## config.mk

```make
export PLATFORM = sky130hd
export DESIGN_NAME = modular_exponentiation_core_flat
export DESIGN_NICKNAME = d
export VERILOG_FILES = /design/src/design/mex_pkg.sv /design/src/design/mex_if.sv /design/src/design/mex_dp.sv /design/src/design/mex_ctrl.sv /design/src/design/modular_exponentiation_core.sv /design/src/flat_wrapper.sv
export SDC_FILE = /design/constraint.sdc
export NUM_CORES = 1
export LEC_CHECK = 0
export ABC_AREA = 1
export BUFFER_PORTS_ARGS = -buffer_cell sky130_fd_sc_hd__buf_4
export CAP_MARGIN = 20
export CORE_MARGIN = 4
export CORE_UTILIZATION = 38
export DETAILED_ROUTE_END_ITERATION = 8
export MAX_ROUTING_LAYER = met4
export PLACE_DENSITY_LB_ADDON = 0.3
export RECOVER_POWER = 25
export SLEW_MARGIN = 15
export SYNTH_ARGS = -nofsm -noshare
export SYNTH_HDL_FRONTEND = slang
export SYNTH_SLANG_ARGS = --single-unit
```

## constraint.sdc

```tcl
create_clock -name clk -period 12.6 [get_ports clk]
set_input_delay 1.26 -clock clk [delete_from_list [all_inputs] [get_ports clk]]
set_output_delay 1.26 -clock clk [all_outputs]
set_load 0.01 [all_outputs]
```

## src/design/mex_pkg.sv

```systemverilog
package mex_pkg;

	localparam int FIELD_W           = 32;
	localparam int CFG_IDX_W         = 8;
	localparam int DEF_OPERAND_WIDTH = 32;

	localparam logic [CFG_IDX_W-1:0] REG_EXPONENT = CFG_IDX_W'(0);
	localparam logic [CFG_IDX_W-1:0] REG_MODULUS  = CFG_IDX_W'(1);

	typedef enum logic [2:0] {
		S_IDLE,
		S_START,
		S_RED,
		S_SCAN,
		S_MUL,
		S_SQ_INIT,
		S_SQR,
		S_DONE
	} mex_state_t;

	// addend selection of the shift-add step
	typedef enum logic {
		X_ONE,
		X_BASE
	} mex_xsel_t;

	// scanned operand selection on start
	typedef enum logic {
		Y_BASE,
		Y_RES
	} mex_ysel_t;

	typedef struct packed {
		logic      load;
		logic      start;
		mex_ysel_t ysel;
		mex_xsel_t xsel;
		logic      step;
		logic      base_wr;
		logic      res_wr;
		logic      res_zero;
		logic      e_shift;
	} mex_cmd_t;

	typedef struct packed {
		logic m_zero;
		logic e_zero;
		logic e_lsb;
		logic e_rest_zero;
		logic cnt_last;
	} mex_sts_t;

endpackage

```

## src/design/mex_if.sv

```systemverilog
interface mex_in_if;
	import mex_pkg::*;
	logic               valid;
	logic               ready;
	logic [FIELD_W-1:0] base_value;
	modport source (output valid, output base_value, input ready);
	modport sink (input valid, input base_value, output ready);
endinterface

interface mex_out_if;
	import mex_pkg::*;
	logic               valid;
	logic               ready;
	logic [FIELD_W-1:0] power_result;
	modport source (output valid, output power_result, input ready);
	modport sink (input valid, input power_result, output ready);
endinterface

interface mex_cfg_if;
	import mex_pkg::*;
	logic                 valid;
	logic                 ready;
	logic [CFG_IDX_W-1:0] index;
	logic [FIELD_W-1:0]   data;
	modport source (output valid, output index, output data, input ready);
	modport sink (input valid, input index, input data, output ready);
endinterface

```

## src/design/mex_dp.sv

```systemverilog
module mex_dp #(
	parameter int OPERAND_WIDTH = mex_pkg::DEF_OPERAND_WIDTH
) (
	input  logic                     clk,
	input  logic [OPERAND_WIDTH-1:0] base_in,
	input  logic [OPERAND_WIDTH-1:0] mod_in,
	input  logic [OPERAND_WIDTH-1:0] exp_in,
	input  mex_pkg::mex_cmd_t        cmd,
	output mex_pkg::mex_sts_t        sts,
	output logic [OPERAND_WIDTH-1:0] res
);
	import mex_pkg::*;

	localparam int W     = OPERAND_WIDTH;
	localparam int CNT_W = $clog2(W);

	logic [W-1:0]     base_q, res_q, m_q, e_q, acc_q, y_q;
	logic [CNT_W-1:0] cnt_q;

	logic [W-1:0] x;
	logic [W+1:0] t, d1, d2, m1_ext, m2_ext;
	logic [W-1:0] acc_next;

	// one shift-add step: (2*acc + bit*x) mod m, with t < 3m
	always_comb begin
		x      = (cmd.xsel == X_ONE) ? W'(1) : base_q;
		t      = {1'b0, acc_q, 1'b0} + (y_q[W-1] ? {2'b00, x} : '0);
		m1_ext = {2'b00, m_q};
		m2_ext = {1'b0, m_q, 1'b0};
		d1     = t - m1_ext;
		d2     = t - m2_ext;
		if (t >= m2_ext) begin
			acc_next = d2[W-1:0];
		end else if (t >= m1_ext) begin
			acc_next = d1[W-1:0];
		end else begin
			acc_next = t[W-1:0];
		end
	end

	always_ff @(posedge clk) begin
		if (cmd.load) begin
			base_q <= base_in;
			m_q    <= mod_in;
			e_q    <= exp_in;
			res_q  <= W'(1);
		end
		if (cmd.start) begin
			acc_q <= '0;
			cnt_q <= '0;
			y_q   <= (cmd.ysel == Y_RES) ? res_q : base_q;
		end else if (cmd.step) begin
			acc_q <= acc_next;
			cnt_q <= cnt_q + CNT_W'(1);
			y_q   <= {y_q[W-2:0], 1'b0};
		end
		if (cmd.base_wr) begin
			base_q <= acc_next;
		end
		if (cmd.res_wr) begin
			res_q <= acc_next;
		end else if (cmd.res_zero) begin
			res_q <= '0;
		end
		if (cmd.e_shift) begin
			e_q <= e_q >> 1;
		end
	end

	always_comb begin
		sts.m_zero      = (m_q == '0);
		sts.e_zero      = (e_q == '0);
		sts.e_lsb       = e_q[0];
		sts.e_rest_zero = ((e_q >> 1) == '0);
		sts.cnt_last    = (cnt_q == CNT_W'(W - 1));
	end

	assign res = res_q;

endmodule

```

## src/design/mex_ctrl.sv

```systemverilog
module mex_ctrl (
	input  logic              clk,
	input  logic              arst_n,
	input  logic              in_valid,
	output logic              in_ready,
	input  logic              out_free,
	output logic              out_load,
	input  mex_pkg::mex_sts_t sts,
	output mex_pkg::mex_cmd_t cmd
);
	import mex_pkg::*;

	mex_state_t state_q, state_d;

	always_ff @(posedge clk or negedge arst_n) begin
		if (!arst_n) begin
			state_q <= S_IDLE;
		end else begin
			state_q <= state_d;
		end
	end

	always_comb begin
		state_d  = state_q;
		cmd      = '0;
		cmd.xsel = (state_q == S_RED) ? X_ONE : X_BASE;
		cmd.ysel = Y_BASE;
		in_ready = 1'b0;
		out_load = 1'b0;
		unique case (state_q)
			S_IDLE: begin
				in_ready = 1'b1;
				if (in_valid) begin
					cmd.load = 1'b1;
					state_d  = S_START;
				end
			end
			S_START: begin
				if (sts.m_zero) begin
					cmd.res_zero = 1'b1;
					state_d      = S_DONE;
				end else begin
					cmd.start = 1'b1;
					state_d   = S_RED;
				end
			end
			S_RED: begin
				cmd.step = 1'b1;
				if (sts.cnt_last) begin
					cmd.base_wr = 1'b1;
					state_d     = S_SCAN;
				end
			end
			S_SCAN: begin
				if (sts.e_zero) begin
					state_d = S_DONE;
				end else if (sts.e_lsb) begin
					cmd.start = 1'b1;
					cmd.ysel  = Y_RES;
					state_d   = S_MUL;
				end else begin
					cmd.start = 1'b1;
					state_d   = S_SQR;
				end
			end
			S_MUL: begin
				cmd.step = 1'b1;
				if (sts.cnt_last) begin
					cmd.res_wr = 1'b1;
					state_d    = sts.e_rest_zero ? S_DONE : S_SQ_INIT;
				end
			end
			S_SQ_INIT: begin
				cmd.start = 1'b1;
				state_d   = S_SQR;
			end
			S_SQR: begin
				cmd.step = 1'b1;
				if (sts.cnt_last) begin
					cmd.base_wr = 1'b1;
					cmd.e_shift = 1'b1;
					state_d     = S_SCAN;
				end
			end
			S_DONE: begin
				if (out_free) begin
					out_load = 1'b1;
					state_d  = S_IDLE;
				end
			end
			default: begin
				state_d = S_IDLE;
			end
		endcase
	end

endmodule

```

## src/design/modular_exponentiation_core.sv

```systemverilog
// Flow: the word is loaded and its base reduced by the modulus; the exponent is then scanned
//   from the LSB with a multiply for each one bit and a square for each bit below the top one.
//   A zero exponent does no multiply or square and gives one; a zero modulus gives zero.
// Throughput: one word in flight; the next is taken the cycle after the result has moved to
//   the output register.
// Reset (arst_n low, asynchronous): controller idle, output empty, exponent 0, modulus 1.
module modular_exponentiation_core #(
	parameter int OPERAND_WIDTH = mex_pkg::DEF_OPERAND_WIDTH
) (
	input logic  clk,
	input logic  arst_n,
	mex_in_if.sink    base,
	mex_out_if.source power,
	mex_cfg_if.sink   key_wr
);
	import mex_pkg::*;

	localparam int W = OPERAND_WIDTH;

	// key registers, cut to the operand width on write
	logic [W-1:0] exp_q, mod_q;

	// output register parts the engine from the result consumer
	logic               out_valid_q;
	logic [FIELD_W-1:0] out_data_q;

	logic         out_free, out_load;
	mex_cmd_t     cmd;
	mex_sts_t     sts;
	logic [W-1:0] res;

	// config writes are always taken; unknown indexes fall through
	assign key_wr.ready = 1'b1;

	always_ff @(posedge clk or negedge arst_n) begin
		if (!arst_n) begin
			exp_q <= '0;
			mod_q <= W'(1);
		end else if (key_wr.valid) begin
			unique case (key_wr.index)
				REG_EXPONENT: exp_q <= W'(key_wr.data);
				REG_MODULUS:  mod_q <= W'(key_wr.data);
				default: ;
			endcase
		end
	end

	// sequencer: load, reduce base, then square-and-multiply from the exponent LSB
	mex_ctrl u_ctrl (
		.clk      (clk),
		.arst_n   (arst_n),
		.in_valid (base.valid),
		.in_ready (base.ready),
		.out_free (out_free),
		.out_load (out_load),
		.sts      (sts),
		.cmd      (cmd)
	);

	// operand registers and the shared shift-add modular step
	mex_dp #(
		.OPERAND_WIDTH (W)
	) u_dp (
		.clk     (clk),
		.base_in (W'(base.base_value)),
		.mod_in  (mod_q),
		.exp_in  (exp_q),
		.cmd     (cmd),
		.sts     (sts),
		.res     (res)
	);

	// result word slot; refills in the same cycle it drains
	assign out_free = !out_valid_q || power.ready;

	always_ff @(posedge clk or negedge arst_n) begin
		if (!arst_n) begin
			out_valid_q <= 1'b0;
		end else if (out_load) begin
			out_valid_q <= 1'b1;
		end else if (power.ready) begin
			out_valid_q <= 1'b0;
		end
	end

	always_ff @(posedge clk) begin
		if (out_load) begin
			out_data_q <= FIELD_W'(res);
		end
	end

	assign power.valid        = out_valid_q;
	assign power.power_result = out_data_q;

endmodule

```

## src/flat_wrapper.sv

```systemverilog
// flat-port wrapper written by rule: the top's interface ports become plain ports
module modular_exponentiation_core_flat import mex_pkg::*;
#(
	parameter int OPERAND_WIDTH = mex_pkg::DEF_OPERAND_WIDTH
)
  (clk, arst_n, base_valid, base_base_value, base_ready, power_valid, power_power_result, power_ready, key_wr_valid, key_wr_index, key_wr_data, key_wr_ready);
  mex_in_if base_i ();
  mex_out_if power_i ();
  mex_cfg_if key_wr_i ();
  input logic clk;
  input logic arst_n;
  input wire logic [$bits(base_i.valid)-1:0] base_valid;
  input wire logic [$bits(base_i.base_value)-1:0] base_base_value;
  output wire logic [$bits(base_i.ready)-1:0] base_ready;
  output wire logic [$bits(power_i.valid)-1:0] power_valid;
  output wire logic [$bits(power_i.power_result)-1:0] power_power_result;
  input wire logic [$bits(power_i.ready)-1:0] power_ready;
  input wire logic [$bits(key_wr_i.valid)-1:0] key_wr_valid;
  input wire logic [$bits(key_wr_i.index)-1:0] key_wr_index;
  input wire logic [$bits(key_wr_i.data)-1:0] key_wr_data;
  output wire logic [$bits(key_wr_i.ready)-1:0] key_wr_ready;
  assign base_i.valid = base_valid;
  assign base_i.base_value = base_base_value;
  assign base_ready = base_i.ready;
  assign power_valid = power_i.valid;
  assign power_power_result = power_i.power_result;
  assign power_i.ready = power_ready;
  assign key_wr_i.valid = key_wr_valid;
  assign key_wr_i.index = key_wr_index;
  assign key_wr_i.data = key_wr_data;
  assign key_wr_ready = key_wr_i.ready;
  modular_exponentiation_core #(.OPERAND_WIDTH(OPERAND_WIDTH)) u_core (.clk(clk), .arst_n(arst_n), .base(base_i), .power(power_i), .key_wr(key_wr_i));
endmodule
```

=== Word level (Yosys, flattened, before mapping) ===
Index checks and enable logic that the tools add are counted.

* Register bits: 297
* Output and inout port bits: 35
* Input bits: 77

* Muxes and demuxes: 42
* Eq/ne operators: 13
* $add $sub $neg: 4
* Reduce and logical (&&, ||, !) cells: 17
* $lt $le $gt $ge: 2

{| class="wikitable"
|+ Operator list
! operator !! count
|-
| $mux W32 || 12
|-
| $logic_not A32 Y1 || 3
|-
| $sub A32 B32 Y32 || 2
|-
| $mux W31 || 2
|-
| $add A33 B32 Y34 || 1
|-
| $ge A34 B32 Y1 || 1
|-
| $ge A34 B33 Y1 || 1
|-
| $pmux W3 S7 || 1
|-
| $mux W3 || 6
|-
| $mux W1 || 17
|-
| $eq A3 B3 Y1 const B || 4
|-
| $eq A8 B1 Y1 const B || 1
|-
| $logic_not A8 Y1 || 1
|-
| $reduce_bool A2 Y1 || 4
|-
| $eq A3 B2 Y1 const B || 2
|-
| $mux W2 || 3
|-
| $ne A2 B1 Y1 const B || 3
|-
| $add A5 B1 Y5 const B || 1
|-
| $eq A5 B5 Y1 const B || 1
|-
| $reduce_and A2 Y1 || 2
|-
| $reduce_and A4 Y1 || 1
|-
| $eq A3 B1 Y1 const B || 1
|-
| $logic_not A3 Y1 || 1
|-
| $pmux W1 S3 || 1
|-
| other kinds (6) || 6
|}

=== Depth between registers and ports, before layout ===
Gate-level depths: netlist of run 1.

* Depth in word-level cells: 8
* Mapped depth: 39
* Mapped depth without buffers: 38

=== Hierarchy ===
A second synthesis of run 1 with hierarchy kept.

* Cell total of the unflattened synthesis: 2,620
* Area total of the unflattened synthesis: 19,249.7 µm²

{| class="wikitable"
|+ Modules (own cells, without submodules)
! module !! seq. area each (µm²) !! times used !! area an instance (µm²) !! cells an instance
|-
| mex_dp || 5,535.3 || 1 || 15,379.8 || 2,229
|-
| modular_exponentiation_core || 2,588.7 || 1 || 3,563.4 || 334
|-
| mex_ctrl || 75.1 || 1 || 306.5 || 57
|}

=== Worst setup path before layout of run 1 ===
OpenSTA, ideal clock, no wires.

* Path type: flip-flop to flip-flop
* Start: reg u_core.u_ctrl.state_q[0]
* End: reg u_core.u_dp.res_q[0] (netlist: u_core.u_dp.res[0]), data pin
* Period minus slack after synthesis: 4,368 ps
* Cell stages (with the launch flop): 35
* Data required time: 12,346 ps
* Path slack: 8,232 ps
* Arrival time: 4,115 ps
* Cells stage by stage: dfrtp_1 -> inv_1 -> nand2_1 -> nor2_1 -> inv_1 -> nand2_1 -> clkbuf_1 -> nor2_1 -> ha_1 -> inv_1 -> fa_1 -> inv_1 -> nand3_1 -> nand2_1 -> nand2_1 -> nand2_1 -> nand2_1 -> nand2_1 -> nand2_1 -> nand2_1 -> xor2_1 -> ha_1 -> nand2_1 -> nand2_1 -> a21oi_1 -> nand2_1 -> a21oi_1 -> nand2_1 -> nand2_1 -> nand2_2 -> a21boi_4 -> buf_4 -> nand3_2 -> nand3b_1 -> nand2_1

* Word-level cells in the longest chain between the ends: 8

{| class="wikitable"
|+ Ends and longest elaborated chain
! item !! RTL line !! source
|-
| from (decl) || mex_ctrl.sv:13 || <nowiki>mex_state_t state_q, state_d;</nowiki>
|-
| from (signal assigned) || mex_ctrl.sv:19 || <nowiki>state_q <= state_d;</nowiki>
|-
| $eq A3 B2 Y1 || mex_ctrl.sv:26 || <nowiki>cmd.xsel = (state_q == S_RED) ? X_ONE : X_BASE;</nowiki>
|-
| $mux W32 || mex_dp.sv:26 || <nowiki>x = (cmd.xsel == X_ONE) ? W'(1) : base_q;</nowiki>
|-
| $mux W32 || mex_dp.sv:27 || <nowiki>t = {1'b0, acc_q, 1'b0} + (y_q[W-1] ? {2'b00, x} : '0);</nowiki>
|-
| $add A33 B32 Y34 || mex_dp.sv:27 ||
|-
| $sub A32 B32 Y32 or $ge A34 B32 Y1 (tied branches) || mex_dp.sv:30, mex_dp.sv:34 ||
|-
| $mux W32 || mex_dp.sv:34 || <nowiki>end else if (t >= m1_ext) begin</nowiki>
|-
| $mux W32 || mex_dp.sv:32 || <nowiki>if (t >= m2_ext) begin</nowiki>
|-
| $mux W32 * || mex_dp.sv:60 || <nowiki>if (cmd.res_wr) begin</nowiki>
|-
| to (signal assigned) || mex_dp.sv:61 || <nowiki>res_q <= acc_next;</nowiki>
|-
| to (decl) || mex_dp.sv:17 || <nowiki>logic [W-1:0] base_q, res_q, m_q, e_q, acc_q, y_q;</nowiki>
|}

Every way passes the cells marked *; elsewhere a longest branch is shown, timed or not.
A chain may end at the register's enable or synchronous reset.

=== Worst setup path in the final report of run 1 ===
* Start: reg u_core.u_ctrl.state_q[0]
* End: reg u_core.u_dp.base_q[27], data pin

* Word-level cells in the longest chain between the ends: 8

{| class="wikitable"
|+ Ends and longest elaborated chain
! item !! RTL line !! source
|-
| $eq A3 B2 Y1 || mex_ctrl.sv:26, mex_ctrl.sv:30 ||
|-
| $mux W32 || mex_dp.sv:26 ||
|-
| $mux W32 || mex_dp.sv:27 ||
|-
| $add A33 B32 Y34 || mex_dp.sv:27 ||
|-
| $sub A32 B32 Y32 or $ge A34 B32 Y1 (tied branches) || mex_dp.sv:30, mex_dp.sv:34 ||
|-
| $mux W32 || mex_dp.sv:34 ||
|-
| $mux W32 || mex_dp.sv:32 ||
|-
| $mux W32 * || mex_dp.sv:57 || <nowiki>if (cmd.base_wr) begin</nowiki>
|-
| to (signal assigned) || mex_dp.sv:43 || <nowiki>base_q <= base_in;</nowiki>
|-
| to (signal assigned) || mex_dp.sv:58 || <nowiki>base_q <= acc_next;</nowiki>
|-
| to (decl) || mex_dp.sv:17 ||
|}

Marks and branches as above.

==> results of run 1 <==
-- worst min-delay path by stage --
stage / startpoint / end / slack, ns / depth (start not counted)
floorplan: u_core.u_dp.res[10] / u_core.power.power_result[10] / 0.42 / 0
finish: u_core.u_dp.res[22] / u_core.power.power_result[22] / 0.44 / 0
global route: u_core.u_dp.res[17] / u_core.power.power_result[17] / 0.45 / 0
detailed placement: u_core.u_dp.res[17] / u_core.power.power_result[17] / 0.43 / 0
CTS: u_core.u_dp.res[14] / u_core.power.power_result[14] / 0.44 / 0
global placement: u_core.u_dp.res[24] / u_core.power.power_result[24] / 0.43 / 0
-- metal layers --
metal	up-vias	routed length [um]
li1	8411	-
met4	0	1980
met1	7773	27830
met2	416	29290
met5	-	0
met3	82	2669
-- registers in the layout, indices dropped and copies added, names as in the netlist --
name and flops:
u_core.exp_q 32, u_core.mod_q 32, u_core.power.power_result 32, u_core.u_dp.acc_q 32
u_core.u_dp.base_q 32, u_core.u_dp.e_q 32, u_core.u_dp.m_q 32, u_core.u_dp.res 32
u_core.u_dp.y_q 32, u_core.u_dp.cnt_q 5, u_core.u_ctrl.state_q 3, u_core.power.valid 1
-- layout make-up --
class | count | area (sq um) | area share, %
clock buffer | 47 | 939.7 | 4.341
clock inverter | 15 | 111.4 | 0.5145
inverter | 342 | 1286 | 5.942
multi-input combinational | 1839 | 9335 | 43.13
sequential | 297 | 8199 | 37.88
tap | 664 | 830.8 | 3.838
timing repair buffer | 125 | 943.4 | 4.358
-- layout by cell type (no fill, tap or decap), types with 31 or more instances in the layout --
cell type	n
xor2_1	40
nand4_1	31
nor2_1	197
o21ai_0	162
nand2_2	34
edfxtp_1	191
nand3_1	152
dfxtp_1	38
a21oi_1	101
ha_1	97
dfrtp_1	67
nand2_1	846
clkbuf_16	34
inv_1	334
buf_4	121
-- stage by stage --
step                      hold slack [ns]  instances  util, %  setup slack, ns
final                              0.4428       3329    43.86            6.203
after global routing               0.4521       3329    43.86            5.789
after CTS                          0.4419       3328    43.83            6.253
after detailed placement           0.4288       3266    41.70            6.301
after global placement             0.4252       3266    41.70            6.226
after floorplan                    0.4208       2540        -            8.232
-- kinds of logic (layout without fill, tap and decap cells) --
logic type               after synthesis  after routing  share of synthesized area [%]
multiplexers                           1              1                        0.05242
AO/OA/AOI/OAI                        330            330                          9.330
other                                  1              1                        0.01964
AND/OR/NAND/NOR                     1345           1345                          29.88
flip-flops                           297            297                          42.94
buffers and inverters                404            529                          8.269
XOR/XNOR                              62             62                          2.844
adder cells (fa/ha/maj)              100            100                          6.670
-- critical path, delay by kind of cell, from the launching register on --
family / cells / cell delay (ns)
and+or+nand+nor: 25 / 3.85
DFF: 1 / 0.43
buffers and inverters: 6 / 0.83
adders and majority gates: 2 / 0.77
AOI/OAI and AO/OA: 1 / 0.34
==> summary.txt, run 1 <==
Yosys
  • EDFF count, synth: about 190
  • Synthesized Nets: between 2000 and 3000
  • Synth area leaders: edfxtp_1, nand2_1, dfrtp_1
  • Top-count cell post-synth: nand2_1
  • Main synth FF type: edfxtp_1
  • Post-synthesis instance total: between 2000 and 3000
  • Yosys cell types: 53
  • Top cell type's share of synthesized area: approximately 30%
  • Asr flop ratio synth: around 23%
  • Post-synth top cells: nand2_1, inv_1, nor2_1
  • Register area share after synthesis: a little over two fifths
  • Synth warn: 0
  • Synth area leader: edfxtp_1
  • #FFs+latches synth: a little under 300
  • Synthesized cell area: around 19000 sq um
  • Synthesized area per cell: 7.518 sq um

Setup path
  • CP required: 13.02 ns
  • Crit path launch type: register
  • WS Path Type: reg2reg
  • Crit-path max cell delay: around 0.53 ns
  • Slowest-stage cell, CP: nand2_2
  • Crit path max fanout: 31
  • Critical Path Most Common Cell: nand2_1
  • Reg2reg end: u_core.u_dp.base_q[27]
  • Origin of the worst setup path: u_core.u_ctrl.state_q[0]
  • Critical path capture point type: register
  • Critical path data arrival time: approximately 6.8 ns
  • Worst r2r src: u_core.u_ctrl.state_q[0]
  • R2R cell count: 34
  • Crit path capture: u_core.u_dp.base_q[27]
  • FF-to-FF setup slack: just over 6 ns

STA
  • Setup violations, final: 0
  • Skew final: approximately 0.023 ns
  • Period minus WS final: approximately 6.4 ns
  • Final hold violation count: 0
  • Setup TNS: 0 ns
  • RSZ-0062 raised after global routing: no
  • Final period util: ~51%
  • Worst-margin pin slew: 3.704 ns
  • Max-slew violations: a little under 100
  • Maximum clock frequency: ~160 MHz
  • Max_slew headroom: -146.9%

Die
  • CORE AREA: about 49000 sq um
  • Initial cell density of the core: 38.69%
  • Die height: roughly 230 um
  • Die width: 232.2 um
  • Num rows: roughly 80
  • Die area: around 54000 sq um
  • I/O pin count: 112

Run
  • Max Cap Viol: 2

GRT
  • GRT Overall Usage: a little under a quarter
  • Met2 Track Usage GR: between 30% and 40%
  • Initial antenna violation count: 0
  • Met1 Use GR: a little under a third
  • First-pass GRT wire length: 94610 um
  • Total grt overflow: 0
  • Largest net degree at the start of global routing: 69
  • Busiest grt layer: met2
  • Vias in the first global route: 16710
  • Grt met3 use: 2.392%

Layout
  • # diodes: 0
  • Layout cells sized above 1: approximately a tenth
  • Final #Nets: between 2000 and 3000
  • Area growth syn-to-layout: 13.35%
  • Final instance area: between 20000 and 25000 sq um
  • Fillers: 5122

Route
  • Avg Vias per Cell: approximately 5.0
  • DRC viols: 0
  • Wire per inst: ~19 um
  • Via count: between 15000 and 20000
  • Final WL: 61770 um
  • First-pass DRT Iterations: 5
  • Detail Route Antenna Nets: 0
  • Initial DRC Count: about 1200

Clocking
  • CTS Hold Buffers Added: 0
  • Total setup buffers inserted after CTS: 0
  • Clk sinks: ~300
  • Worst-skew pair later-pin latency: between 0.5 and 0.6 ns
  • H-Tree Depth: 2
  • Reg clk slew, reported paths: roughly 0.06 ns
  • CTS tree: done
  • CTS buffer count: 34
  • Clk root buf: clkbuf_16
  • Clock Path Buffers: 3
  • Post-CTS sizing: 0

Placement
  • DP Wirelength: between 50000 and 60000 um
  • GP Congestion: 0.9646
  • Port Buffers: 110
  • Placed Area: about 21000 sq um

Status
  • Status: complete, but fails checks
  • Failing checks: capacitance limit, slew limit

Min path
  • HP Class: reg2reg
Power of run 1 is not shown: default switching activity piles up to over one toggle a cycle in this logic, so the estimate is an artifact.
==> run 2, diff against run 1 <==
- clock period: 12.6 -> 5.25 ns (I/O delays scaled with it)
==> run 2 against run 1 <==
Compared with the run above:
- the flow still finishes with violations (capacitance limit, slew limit)
- largest cell class unchanged
- wire length up 3.0%
- global-route usage up 0.57 points
- fmax rose by 29%
==> summary.txt, run 2 (synthesized netlist as in run 1, its figures left out) <==
Run
  • Max Cap Viol: 1

Die
  • Die width: 232.2 um
  • Initial cell density of the core: just under 40%
  • Die area: around 54000 sq um
  • Die height: around 230 um
  • Num rows: 81
  • CORE AREA: ~50000 sq um
  • I/O pin count: between 100 and 150

GRT
  • Largest net degree at the start of global routing: ~70
  • First-pass GRT wire length: roughly 97000 um
  • Initial antenna violation count: 0
  • Total grt overflow: 0
  • GRT Overall Usage: about a quarter
  • Vias in the first global route: about 18000

Route
  • Detail Route Antenna Nets: 0
  • Wire per inst: between 15 and 20 um
  • Via count: ~18000
  • DRC viols: 0
  • Initial DRC Count: roughly 1200
  • First-pass DRT Iterations: 5
  • Avg Vias per Cell: a little under 5
  • Final WL: roughly 64000 um

STA
  • Setup violations, final: 0
  • Max_slew headroom: -151.7%
  • Maximum clock frequency: 201.5 MHz
  • Final hold violation count: 0
  • Period minus WS final: just under 5 ns
  • Worst-margin pin slew: around 3.8 ns
  • Skew final: between 0.03 and 0.04 ns
  • Max-slew violations: 69
  • Final period util: 94.52%

Setup path
  • Critical path capture point type: register
  • Critical path data arrival time: between 5 and 6 ns
  • Critical Path Most Common Cell: nand2_1
  • CP required: ~5.5 ns
  • WS Path Type: reg2reg
  • Crit path max fanout: 13
  • Slowest-stage cell, CP: dfrtp_1
  • Crit path launch type: register
  • Crit-path max cell delay: 0.38 ns

Layout
  • Fillers: approximately 5000
  • # diodes: 0
  • Layout cells sized above 1: about 18%
  • Area growth syn-to-layout: 23.72%
  • Final #Nets: between 3000 and 4000
  • Fin util: 47.87%
  • Commonest non-fill, non-tap cell in the layout: nand2_1
  • Most frequent cells in the layout: nand2_1, inv_1, buf_4

Placement
  • DP Wirelength: 51610 um
  • GP Congestion: about 1
  • Port Buffers: 110

Clocking
  • H-Tree Depth: 2
  • CTS Hold Buffers Added: 0
  • Worst-skew pair later-pin latency: about 0.56 ns
  • Clock Path Buffers: 3
  • Clk sinks: between 200 and 300
  • CTS tree: done
  • CTS buffer count: 34
  • Reg clk slew, reported paths: 0.06 ns
  • Clk root buf: clkbuf_16

Status
  • Failing checks: capacitance limit, slew limit
  • Status: complete, but fails checks

Min path
  • HP Class: in2reg
## run 2: cell count changes in the layout (fill, tap and decap cells not counted), sizes merged
cell,previous run,this run
buf,122,327
clkbuf,50,61
clkinvlp,1,3
inv,346,347
## run 2: through the flow
step | setup slack (ns) | instance area (sq um) | setup TNS [ns] | cells | hold slack [ns]
2_1_floorplan | 0.8817 | 19100 | 0 | 2540 | 0.2294
3_3_place_gp | -0.1273 | 22240 | -0.7537 | 3478 | 0.4245
3_5_place_dp | -0.06569 | 22240 | -0.1140 | 3478 | 0.4316
4_1_cts | 0.01069 | 23270 | 0 | 3540 | 0.1264
5_1_grt | -0.006891 | 23630 | -0.006891 | 3548 | 0.2422
6_report | 0.2877 | 23630 | 0 | 3548 | 0.2338
## run 2: path summary, 6_finish.rpt
| check | slack [ns] | endpoint | cells after the start | from |
|---|---|---|---|---|
| setup / recovery | 0.29 | u_core.u_dp.res[2] | 33 | u_core.u_ctrl.state_q[0] |
| hold / removal | 0.23 | u_core.u_dp.base_q[4] | 3 | base_base_value[4] |
| setup reg to reg | 0.29 | u_core.u_dp.res[2] | 33 | u_core.u_ctrl.state_q[0] |
| hold reg to reg | 0.43 | u_core.power.power_result[18] | 0 | u_core.u_dp.res[18] |
| max in group asynchronous | 1.83 | u_core.exp_q[7] | 1 | arst_n |
| min in group asynchronous | 1.29 | u_core.mod_q[27] | 1 | arst_n |
## run 2: routing by layer
metal  vias up  GRT usage [%]  part of all wire [%]
met3       137          2.944                   5.0
met4         0          10.29                   5.0
li1       8866              -                     -
met5         -              -                     0
met1      8184          30.57                    44
met2       454          38.78                    46
## run 2: what timing repair did
| item | CTS | global route |
|---|---|---|
| pin swaps | 0 | 14 |
| cloned | 0 | 1 |
| buffers inserted | 0 | 7 |
| gates resized for setup | 3 | 80 |
| hold endpoints to repair | 0 | 0 |
| setup endpoints to repair | 9 | 96 |
## run 2: final cells by class
cell class,instances,area (sq um),area share [%]
multi-input cells,1839,9648,40.84
flip-flops and latches,297,8199,34.70
repair buffers,344,2635,11.15
inverters,342,1286,5.444
clock buffers,44,898.4,3.803
well taps,664,830.8,3.517
clock inverters,18,127.6,0.5402
## run 2: critical path: cells and delay by family (launching register included)
kind	cells	cell delay, ns
AO/OA/AOI/OAI	1	0.08
flip-flops	1	0.38
buffers and inverters	10	1.06
adder cells (fa/ha/maj)	2	0.66
AND/OR/NAND/NOR	20	2.49
Power of run 2 is left out for the same reason.
